<file path="config.mk">
export PLATFORM = sky130hd
export DESIGN_NAME = mpa_size_div
export DESIGN_NICKNAME = d
export VERILOG_FILES = /design/src/rtl/core/mpa_pkg.sv /design/src/rtl/core/mpa_size_div.sv
export SDC_FILE = /design/constraint.sdc
export NUM_CORES = 1
export LEC_CHECK = 0
export ABC_AREA = 1
export BUFFER_PORTS_ARGS = -buffer_cell sky130_fd_sc_hd__buf_4
export CORE_MARGIN = 4
export CORE_UTILIZATION = 35
export CTS_CLUSTER_DIAMETER = 60
export DETAILED_ROUTE_END_ITERATION = 16
export GPL_ROUTABILITY_DRIVEN = 0
export MAX_ROUTING_LAYER = met4
export PLACE_DENSITY = 0.54
export SYNTH_ARGS = -nofsm -noshare
export SYNTH_HDL_FRONTEND = slang
export SYNTH_SLANG_ARGS = --single-unit
</file>
<file path="constraint.sdc">
create_clock -name clk -period 3.4 [get_ports clk]
set_clock_uncertainty 0.2 [all_clocks]
set_input_delay 0.34 -clock clk [delete_from_list [all_inputs] [get_ports clk]]
set_output_delay 0.34 -clock clk [all_outputs]
set_load 0.05 [all_outputs]
</file>
<file path="src/rtl/core/mpa_pkg.sv">
`timescale 1ns / 1ps
// shared constants, codes and types of the max pooling unit with argmax switches
// no dependencies
package mpa_pkg;

  localparam int MAX_FRAME_WIDTH  = 64;
  localparam int MAX_FRAME_HEIGHT = 64;
  localparam int MAX_CHANNELS     = 16;
  localparam int MAX_WINDOW       = 8;
  localparam int SAMPLE_BITS      = 16;

  localparam int X_BITS    = $clog2(MAX_FRAME_WIDTH);
  localparam int Y_BITS    = $clog2(MAX_FRAME_HEIGHT);
  localparam int CH_BITS   = $clog2(MAX_CHANNELS);
  localparam int ADDR_BITS = CH_BITS + Y_BITS + X_BITS;
  localparam int DEPTH     = 1 << ADDR_BITS;

  localparam int SIZE_BITS     = 7;
  localparam int WIN_BITS      = 4;
  localparam int PAD_BITS      = 3;
  localparam int NCH_BITS      = 5;
  localparam int NUM_REGS      = 7;
  localparam int CFG_IDX_BITS  = 3;
  localparam int CFG_DATA_BITS = 7;

  localparam logic signed [SAMPLE_BITS-1:0] SAMPLE_MIN = {1'b1, {(SAMPLE_BITS-1){1'b0}}};

  typedef enum logic [1:0] {
    ACT_LOAD = 2'd0,
    ACT_POOL = 2'd1,
    ACT_GRAD = 2'd2,
    ACT_NONE = 2'd3
  } action_t;

  typedef enum logic [1:0] {
    ST_OK    = 2'd0,
    ST_RANGE = 2'd1,
    ST_EMPTY = 2'd2
  } status_t;

  typedef enum logic [CFG_IDX_BITS-1:0] {
    REG_WINDOW_WIDTH   = 3'd0,
    REG_WINDOW_HEIGHT  = 3'd1,
    REG_STRIDE_STEP    = 3'd2,
    REG_PAD_AMOUNT     = 3'd3,
    REG_FRAME_WIDTH    = 3'd4,
    REG_FRAME_HEIGHT   = 3'd5,
    REG_FRAME_CHANNELS = 3'd6
  } cfg_reg_t;

  // request to recompute one output dimension
  typedef struct packed {
    logic                 start;
    logic [SIZE_BITS-1:0] frame;
    logic [WIN_BITS-1:0]  win;
    logic [PAD_BITS-1:0]  pad;
    logic [WIN_BITS-1:0]  stride;
    logic [SIZE_BITS-1:0] limit;
  } sz_req_t;

endpackage

</file>
<file path="src/rtl/core/mpa_size_div.sv">
`timescale 1ns / 1ps
// output dimension: (frame + 2*pad - win + stride) / stride, zero if not positive,
// saturated at a limit; restoring divider, one quotient bit per cycle; uses mpa_pkg
module mpa_size_div
  import mpa_pkg::*;
(
  input  logic                 clk,
  input  logic                 rst_n,
  input  sz_req_t              req,
  output logic                 busy,
  output logic [SIZE_BITS-1:0] size
);

  logic signed [SIZE_BITS+1:0] n_full;
  logic                        run_r;
  logic [2:0]                  cnt_r;
  logic [SIZE_BITS-1:0]        num_r;
  logic [SIZE_BITS-1:0]        quo_r;
  logic [WIN_BITS-1:0]         rem_r;
  logic [WIN_BITS-1:0]         den_r;
  logic [SIZE_BITS-1:0]        lim_r;
  logic [SIZE_BITS-1:0]        size_r;
  logic [WIN_BITS:0]           trial;
  logic                        fits;
  logic [SIZE_BITS-1:0]        quo_nxt;
  logic [WIN_BITS:0]           rem_sub;

  assign n_full = $signed({2'b00, req.frame})
                + $signed({(SIZE_BITS - PAD_BITS + 1)'(0), req.pad, 1'b0})
                - $signed({(SIZE_BITS - WIN_BITS + 2)'(0), req.win})
                + $signed({(SIZE_BITS - WIN_BITS + 2)'(0), req.stride});

  assign trial   = {rem_r, num_r[SIZE_BITS-1]};
  assign fits    = trial >= {1'b0, den_r};
  assign rem_sub = trial - {1'b0, den_r};
  assign quo_nxt = {quo_r[SIZE_BITS-2:0], fits};

  always_ff @(posedge clk) begin
    if (!rst_n) begin
      run_r  <= 1'b0;
      cnt_r  <= '0;
      size_r <= '0;
    end else if (req.start) begin
      if (n_full <= 0) begin
        run_r  <= 1'b0;
        size_r <= '0;
      end else begin
        run_r <= 1'b1;
        cnt_r <= '0;
      end
    end else if (run_r) begin
      cnt_r <= cnt_r + 3'd1;
      if (cnt_r == 3'(SIZE_BITS - 1)) begin
        run_r  <= 1'b0;
        size_r <= (quo_nxt > lim_r) ? lim_r : quo_nxt;
      end
    end
  end

  always_ff @(posedge clk) begin
    if (req.start) begin
      num_r <= n_full[SIZE_BITS-1:0];
      quo_r <= '0;
      rem_r <= '0;
      den_r <= req.stride;
      lim_r <= req.limit;
    end else if (run_r) begin
      num_r <= {num_r[SIZE_BITS-2:0], 1'b0};
      quo_r <= quo_nxt;
      rem_r <= fits ? rem_sub[WIN_BITS-1:0] : trial[WIN_BITS-1:0];
    end
  end

  assign busy = run_r;
  assign size = size_r;

endmodule

</file>
==> metrics.json, run 1 <==
{
  "run_status": {"value": "finished, final reports clean"},
  "portBuffers": {"value": 35},
  "tritoncts.num_buffers": {"value": 5},
  "max_slew.worst_pin.slew": {"value": 0.771, "unit": "ns"},
  "final_nets": {"value": 434},
  "final_util": {"value": 45.8, "unit": "%"},
  "die_x": {"value": 93.6, "unit": "microns"},
  "drive_above_1_share": {"value": 20.9, "unit": "%"},
  "r2r_cells": {"value": 16},
  "setup.worst_path.start_class": {"value": "primary input"},
  "floorplan.initialDensity": {"value": 37.0, "unit": "%"},
  "drv_slew": {"value": 0},
  "r2r_slack": {"value": 0.75, "unit": "ns"},
  "wl_per_cell": {"value": 11.1, "unit": "microns"},
  "syn-mean-instance-area": {"value": 7.97, "unit": "sq um"},
  "required_time_at_the_endpoint_of_the_critical_path": {"value": 3.39, "unit": "ns"},
  "grt_max_degree": {"value": 27},
  "finish.instance_area": {"value": 0.00318, "unit": "sq mm"},
  "finalCritPeriodShare": {"value": 94.5, "unit": "%"},
  "ant_nets": {"value": 0},
  "timing.final.ws_setup": {"value": 0.186, "unit": "ns"},
  "worst_setup_path_startpoint": {"value": "req[11]"},
  "power.switching_fraction": {"value": 32.2, "unit": "%"},
  "antenna_cells": {"value": 0},
  "worstPathMaxFanout": {"value": 5},
  "post-route-drc-count": {"value": 0},
  "post_drt_via_cell_ratio": {"value": 4.53},
  "grt_pass1_vias": {"value": 2126},
  "dieHeight": {"value": 93.6, "unit": "microns"},
  "clk_pin_slew_worst_paths": {"value": 0.08, "unit": "ns"},
  "clock_tree_from_tritoncts": {"value": "built"},
  "ys_seq_area_share": {"value": 37.4, "unit": "%"},
  "rows": {"value": 30},
  "area_delta_synth_final": {"value": 24.0, "unit": "%"},
  "synth_nets": {"value": 383},
  "layoutNonFillerInstCount": {"value": 470},
  "clk_latency": {"value": 0.29, "unit": "ns"},
  "worst-endpoint-arrival": {"value": 3.20, "unit": "ns"},
  "maxCapViolCount": {"value": 0},
  "final_min_period": {"value": 3.21, "unit": "ns"},
  "clock_sinks": {"value": 39},
  "finalPower": {"value": 1420, "unit": "uW"},
  "cellInternalPower": {"value": 962, "unit": "uW"},
  "syn_area": {"value": 0.00257, "unit": "sq mm"},
  "crit_path_end": {"value": "size[2]$_SDFFE_PN0P_"},
  "maxSlewHeadroom": {"value": 48.5, "unit": "%"},
  "hold_path.class": {"value": "primary input to flop"},
  "setup-violations-final": {"value": 0},
  "cellPowerDensity": {"value": 445, "unit": "mW/mm^2"},
  "worst_r2r_startpoint": {"value": "den_r[2]$_DFFE_PP_"},
  "cts_buffer_depth": {"value": 2},
  "area_of_the_multi_input_gates": {"value": 0.00134, "unit": "sq mm"},
  "comb_power_share": {"value": 34.4, "unit": "%"},
  "placed_cells_incl_taps": {"value": 458},
  "floorplan.die_area": {"value": 0.00877, "unit": "sq mm"},
  "grt_overflow_total": {"value": 0},
  "total_switching_power": {"value": 456, "unit": "uW"},
  "synth_unique_cells": {"value": 29},
  "top_level_ports": {"value": 36},
  "achievable-frequency": {"value": 311, "unit": "MHz"},
  "place_worst_setup_slack": {"value": -0.212, "unit": "ns"},
  "wire_length_of_the_first_global_routing_pass": {"value": 9.22, "unit": "mm"},
  "dp_hpwl": {"value": 3.96, "unit": "mm"},
  "grt_util_all_layers": {"value": 13.5, "unit": "%"},
  "n_fill_cell": {"value": 743},
  "drt_first_iter_violations": {"value": 97},
  "netlist_instances": {"value": 322},
  "clock_power_share": {"value": 26.3, "unit": "%"},
  "regToRegEndpoint": {"value": "size[0]$_SDFFE_PN0P_"},
  "seq_area": {"value": 961, "unit": "sq um"},
  "power_leakage": {"value": 0.00161, "unit": "uW"},
  "firstDrtPassIters": {"value": 4},
  "htree_num_levels": {"value": 2},
  "ctsRootBufferMaster": {"value": "clkbuf_8"},
  "worstSetupEndpointType": {"value": "flop"},
  "synth.yosys.warnings": {"value": 0},
  "critPathKind": {"value": "primary input to flop"},
  "fp.coreArea": {"value": 0.00694, "unit": "sq mm"},
  "antenna_violations_before_repair": {"value": 0},
  "via_count": {"value": 2127},
  "wirelength": {"value": 5.21, "unit": "mm"},
  "yosys_register_bits": {"value": 39},
  "detailed_place.area": {"value": 0.00300, "unit": "sq mm"},
  "power.ir.vdd_worst": {"value": 0.149, "unit": "mV"},
  "final_hold_viol_count": {"value": 0},
  "power.share.sequential": {"value": 39.3, "unit": "%"}
}
critical path, stage by stage:
cell     delay [ns]
buf_6          0.09
fa_1           0.52
inv_1          0.04
fa_1           0.48
inv_2          0.05
ha_4           0.16
fa_2           0.46
nor2_1         0.11
nand2_1        0.06
nor2_1         0.09
nand3_1        0.09
nor2_2         0.12
nand3_2        0.09
nand2_4        0.13
buf_6          0.12
nand4_1        0.08
nand2_1        0.11
nor2_1         0.05
per-stage QoR:
| stage | hold WS (ns) | setup TNS, ns |
|---|---|---|
| after global placement | 0.249 | -1.48 |
| after CTS | 0.0110 | 0 |
| after floorplan | 0.226 | 0 |
| after global routing | 0.000710 | -0.0155 |
| after detailed placement | 0.259 | -1.67 |
| final | 0.0187 | 0 |
metal layers:
metal	vias to the layer above	GRT usage, %	share of wire (%)
met4	0	5.66	2.1
met2	48	23.4	49
li1	1126	-	-
met5	-	-	0
met1	946	15.0	45
met3	7	2.82	4.1
cell families after synthesis:
logic type | count (synthesis) | synth area share [%]
xor+xnor | 2 | 0.683
fa+ha+maj | 33 | 18.4
simple gates | 134 | 22.9
compound gates | 36 | 8.78
flops | 39 | 37.4
buf+inv | 78 | 11.8
cell type report:
class | count | share of cell area (%)
multi-input cells | 206 | 42.2
clock inverters | 1 | 0.157
flip-flops and latches | 39 | 30.2
repair buffers | 49 | 11.8
well taps | 96 | 3.78
clock buffers | 7 | 3.38
inverters | 72 | 8.49
state kept, by name, indices dropped and copies added, names as in the netlist:
name,cells
num_r,7
quo_r,6
cnt_r,3
lim_r,7
size,7
rem_r,4
busy,1
den_r,4
repair_timing:
action,CTS,global route
resized for setup,0,11
hold buffers,0,0
buffers inserted,0,3
endpoints found under the setup margin,0,9
worst min-delay path by stage:
stage / from / endpoint / slack, ns / depth (start not counted)
2_1_floorplan: cnt_r[2]$_SDFFE_PN0P_ / cnt_r[2]$_SDFFE_PN0P_ / 0.23 / 1
3_3_place_gp: rem_r[3]$_SDFFE_PP0P_ / rem_r[3]$_SDFFE_PP0P_ / 0.25 / 2
3_5_place_dp: rem_r[3]$_SDFFE_PP0P_ / rem_r[3]$_SDFFE_PP0P_ / 0.26 / 2
4_1_cts: req[5] / lim_r[5]$_DFFE_PP_ / 0.01 / 1
5_1_grt: req[6] / lim_r[6]$_DFFE_PP_ / 0.0007 / 1
6_report: req[5] / lim_r[5]$_DFFE_PP_ / 0.02 / 1
cell usage in the layout, fill, tap and decap left out, drive strengths merged, types with 2 or more instances in the layout:
| master | n |
|---|---|
| a211oi | 7 |
| a31oi | 2 |
| clkbuf | 7 |
| nor2 | 35 |
| dfxtp | 21 |
| a21oi | 10 |
| o21ai | 7 |
| a32o | 2 |
| nand4 | 5 |
| inv | 71 |
| edfxtp | 18 |
| clkinv | 2 |
| nand3 | 18 |
| fa | 8 |
| buf | 49 |
| ha | 25 |
| nand2 | 76 |
| o22ai | 7 |
synth_stat cells:
cell | n | area [sq um]
a211oi_1 | 7 | 52.6
a21o_1 | 1 | 7.51
a21oi_1 | 9 | 45.0
a21oi_2 | 1 | 8.76
a31oi_1 | 2 | 12.5
a32o_1 | 2 | 20.0
buf_2 | 2 | 10.0
buf_6 | 1 | 11.3
clkbuf_1 | 3 | 11.3
clkinv_1 | 2 | 7.51
dfxtp_1 | 21 | 420
edfxtp_1 | 18 | 541
fa_1 | 8 | 160
ha_1 | 25 | 313
inv_1 | 70 | 263
nand2_1 | 70 | 263
nand2_2 | 5 | 31.3
nand2_4 | 1 | 11.3
nand3_1 | 14 | 70.1
nand3_2 | 2 | 20.0
nand3_4 | 1 | 17.5
nand4_1 | 5 | 31.3
nor2_1 | 33 | 124
nor2_2 | 2 | 12.5
o21ai_0 | 7 | 35.0
o22ai_1 | 7 | 43.8
or2_2 | 1 | 6.26
xnor2_1 | 1 | 8.76
xor2_1 | 1 | 8.76
power groups by stage:
stage | logic (uW) | registers (uW) | clock network (uW)
after global routing | 565 | 562 | 410
after global placement | 456 | 566 | 0
final | 488 | 557 | 372
after CTS | 461 | 557 | 386
after floorplan | 282 | 589 | 0
after detailed placement | 460 | 567 | 0
No activity file was read; power rests on OpenSTA's default activity.
==> run 2: changes to the inputs <==
Settings changed: ABC_AREA 1 to not set.
==> run 2 against run 1 <==
Against the previous run:
- non-clock buffer count is 4 higher
- first-iteration DRC count fell by 35%
- critical path type unchanged
- wire length fell by 12%
- register-to-register slack worse by 0.55 ns
- combinational power down 11%
- largest power group unchanged
- maximum frequency is 6.5% lower
- the run now ends with negative setup slack left
==> metrics.json, run 2 <==
{
  "most-common-layout-cells": {"value": "buf_4 (50), inv_1 (36), ha_1 (24), dfxtp_1 (21), edfxtp_1 (18)"},
  "place_worst_setup_slack": {"value": -0.459, "unit": "ns", "change": "-0.247 ns"},
  "post_synth_most_frequent_cells": {"value": "inv_1 (37), ha_1 (25), dfxtp_1 (21)"},
  "grt_pass1_vias": {"value": 1793, "change": "-16%"},
  "drt_first_iter_violations": {"value": 63, "change": "-35%"},
  "placed_cells_incl_taps": {"value": 368, "change": "-20%"},
  "setup.worst_path.start_class": {"value": "primary input"},
  "maxSlewHeadroom": {"value": 56.0, "unit": "%", "change": "+7.5 points"},
  "timing.final.ws_setup": {"value": -0.0369, "unit": "ns", "change": "-0.223 ns"},
  "final_util": {"value": 45.5, "unit": "%", "change": "-0.37 points"},
  "floorplan.initialDensity": {"value": 35.9, "unit": "%", "change": "-1.0 points"},
  "synth_nets": {"value": 291, "change": "-24%"},
  "wire_length_of_the_first_global_routing_pass": {"value": 7.99, "unit": "mm", "change": "-13%"},
  "clk_latency": {"value": 0.30, "unit": "ns", "change": "about the same"},
  "final_hold_viol_count": {"value": 0, "change": "unchanged"},
  "ys_seq_area_share": {"value": 39.4, "unit": "%", "change": "+1.9 points"},
  "power_leakage": {"value": 0.00140, "unit": "uW", "change": "-13%"},
  "ant_nets": {"value": 0, "change": "unchanged"},
  "clock_tree_from_tritoncts": {"value": "built"},
  "ctsRootBufferMaster": {"value": "clkbuf_8"},
  "run_status": {"value": "complete, but fails checks"},
  "clock_sinks": {"value": 39, "change": "unchanged"},
  "post-route-drc-count": {"value": 0, "change": "unchanged"},
  "clk_pin_slew_worst_paths": {"value": 0.09, "unit": "ns", "change": "about the same"},
  "grt_max_degree": {"value": 34, "change": "+26%"},
  "syn-mean-instance-area": {"value": 10.6, "unit": "sq um", "change": "+33%"},
  "failed_checks": {"value": "negative setup slack"},
  "drive_above_1_share": {"value": 29.4, "unit": "%", "change": "+8.5 points"},
  "cellPowerDensity": {"value": 427, "unit": "mW/mm^2", "change": "-4.2%"},
  "synth_top_flop_cell": {"value": "dfxtp_1"},
  "hold-path-cell-count": {"value": 1, "change": "unchanged"},
  "netlist.top_cell.by_area": {"value": "edfxtp_1"},
  "regToRegEndpoint": {"value": "size[5]$_SDFFE_PN0P_"},
  "r2r_cells": {"value": 12, "change": "-4"},
  "top_level_ports": {"value": 36, "change": "unchanged"},
  "grt_util_all_layers": {"value": 12.1, "unit": "%", "change": "-1.4 points"},
  "startpoint_of_the_tightest_hold_check_path": {"value": "req[3]"},
  "setup-violations-final": {"value": 6, "change": "+6"},
  "post_synth_main_area_contributors": {"value": "edfxtp_1 (22%), dfxtp_1 (17%), ha_1 (13%), fa_1 (6.6%), inv_1 (5.7%)"},
  "rows": {"value": 30, "change": "unchanged"},
  "portBuffers": {"value": 35, "change": "unchanged"},
  "htree_num_levels": {"value": 2, "change": "unchanged"},
  "final_min_period": {"value": 3.44, "unit": "ns", "change": "+0.223 ns"},
  "antenna_cells": {"value": 0, "change": "unchanged"},
  "achievable-frequency": {"value": 291, "unit": "MHz", "change": "-6.5%"},
  "finalCritPeriodShare": {"value": 101, "unit": "%", "change": "+6.6 points"},
  "yosys_register_bits": {"value": 39, "change": "unchanged"},
  "tritoncts.num_buffers": {"value": 5, "change": "unchanged"},
  "wl_per_cell": {"value": 12.0, "unit": "microns", "change": "+7.9%"},
  "final_nets": {"value": 346, "change": "-20%"},
  "worst_setup_path_startpoint": {"value": "req[8]"},
  "fp.coreArea": {"value": 0.00679, "unit": "sq mm", "change": "-2.2%"},
  "post_drt_via_cell_ratio": {"value": 4.63, "change": "+2.3%"},
  "floorplan.die_area": {"value": 0.00837, "unit": "sq mm", "change": "-4.5%"},
  "worst_r2r_startpoint": {"value": "rem_r[2]$_SDFFE_PP0P_"},
  "dp_hpwl": {"value": 3.56, "unit": "mm", "change": "-10%"},
  "grt_overflow_total": {"value": 0, "change": "unchanged"},
  "dieHeight": {"value": 91.5, "unit": "microns", "change": "-2.3%"},
  "synth_top_cell_area_share": {"value": 22.2, "unit": "%", "change": "+1.1 points"},
  "r2r_slack": {"value": 0.20, "unit": "ns", "change": "-0.55 ns"},
  "wirelength": {"value": 4.57, "unit": "mm", "change": "-12%"},
  "final_common_cell": {"value": "buf_4"},
  "finalPower": {"value": 1320, "unit": "uW", "change": "-7.0%"},
  "netlist_instances": {"value": 230, "change": "-29%"},
  "antenna_violations_before_repair": {"value": 0, "change": "unchanged"},
  "worst-endpoint-arrival": {"value": 3.43, "unit": "ns", "change": "+0.23 ns"},
  "syn_area": {"value": 0.00244, "unit": "sq mm", "change": "-4.9%"},
  "timing.hold.ws": {"value": 0.0150, "unit": "ns", "change": "-0.00369 ns"},
  "hold-path-endpoint": {"value": "lim_r[3]$_DFFE_PP_"},
  "max_slew.worst_pin.slew": {"value": 0.654, "unit": "ns", "change": "-0.117 ns"},
  "power.ir.vdd_worst": {"value": 0.167, "unit": "mV", "change": "+12%"},
  "yosysMostFrequentCell": {"value": "inv_1"},
  "critPathKind": {"value": "primary input to flop"},
  "synth.yosys.warnings": {"value": 0, "change": "unchanged"},
  "rsz0062_at_grt": {"value": "true"},
  "maxCapViolCount": {"value": 0, "change": "unchanged"},
  "layoutNonFillerInstCount": {"value": 382, "change": "-19%"},
  "drv_slew": {"value": 0, "change": "unchanged"},
  "async_flop_share": {"value": 0, "unit": "%", "change": "unchanged"},
  "via_count": {"value": 1769, "change": "-17%"},
  "worstSetupEndpointType": {"value": "flop"},
  "worstPathMaxFanout": {"value": 6, "change": "+1"},
  "area_delta_synth_final": {"value": 26.6, "unit": "%"},
  "die_x": {"value": 91.5, "unit": "microns", "change": "-2.3%"},
  "synth_unique_cells": {"value": 45, "change": "+55%"},
  "cts_buffer_depth": {"value": 2, "change": "unchanged"},
  "required_time_at_the_endpoint_of_the_critical_path": {"value": 3.40, "unit": "ns", "change": "about the same"},
  "hold_path.class": {"value": "primary input to flop"},
  "firstDrtPassIters": {"value": 4, "change": "unchanged"},
  "synth_edf_count": {"value": 18, "change": "unchanged"}
}
## run 2: cell type report
class / instances / area, sq um
Fill cell: 676 / 3710
Multi-Input combinational cell: 149 / 1370
Sequential cell: 39 / 961
Timing Repair Buffer: 53 / 410
Inverter: 37 / 139
Tap cell: 96 / 120
Clock buffer: 5 / 68.8
Clock inverter: 3 / 22.5
## run 2: critical path, cell delays in order
cell	delay (ns)
buf_8	0.10
fa_1	0.52
inv_1	0.05
fa_1	0.49
inv_2	0.05
ha_4	0.16
fa_2	0.45
nor3_2	0.12
o311a_1	0.18
o211ai_1	0.08
o41a_1	0.36
a22o_4	0.29
a32o_1	0.25
## run 2: power by group
part           switching, uW  leakage [uW]  internal (uW)
clock                    182     0.0000451            147
sequential              17.4      0.000348            538
combinational            201       0.00101            231
## run 2: timing repair
action	in CTS	in global routing
setup endpoints to repair	7	10
setup buffers	1	3
hold buffers	0	2
gates resized for setup	4	3
pin swaps	1	2
hold endpoints to repair	0	2
## run 2: layer usage
layer  share of wire [%]  wire length, microns  track usage, %  vias up
met3                 2.3                   103            2.07        5
met1                  49                  2260            15.4      819
li1                    -                     -               -      928
met2                  47                  2150            19.3       17
met4                 1.2                    53            4.15        0
met5                   0                     0               -        -
## run 2: how the worst max path moves through the flow
stage,to,cells past startpoint
final,size[5]$_SDFFE_PN0P_,13
after global routing,size[2]$_SDFFE_PN0P_,13
after CTS,size[5]$_SDFFE_PN0P_,13
after detailed placement,size[5]$_SDFFE_PN0P_,13
after floorplan,size[1]$_SDFFE_PN0P_,12
after global placement,size[1]$_SDFFE_PN0P_,13
## run 2: stage by stage
| step | TNS (ns) | instance area, sq um |
|---|---|---|
| after floorplan | -1.23 | 2460 |
| after global placement | -3.91 | 2920 |
| after detailed placement | -4.04 | 2920 |
| after CTS | -0.220 | 3030 |
| after global routing | -0.968 | 3090 |
| final | -0.193 | 3090 |
## run 2: logic make-up (layout without fill, tap and decap cells)
group,after synthesis,after routing,synth area share (%)
AO/OA/AOI/OAI,45,45,14.0
XOR/XNOR,6,6,2.15
adder cells (fa/ha/maj),33,33,19.4
buffers and inverters,42,98,6.51
flip-flops,39,39,39.4
multiplexers,22,22,9.64
AND/OR/NAND/NOR,43,43,8.92
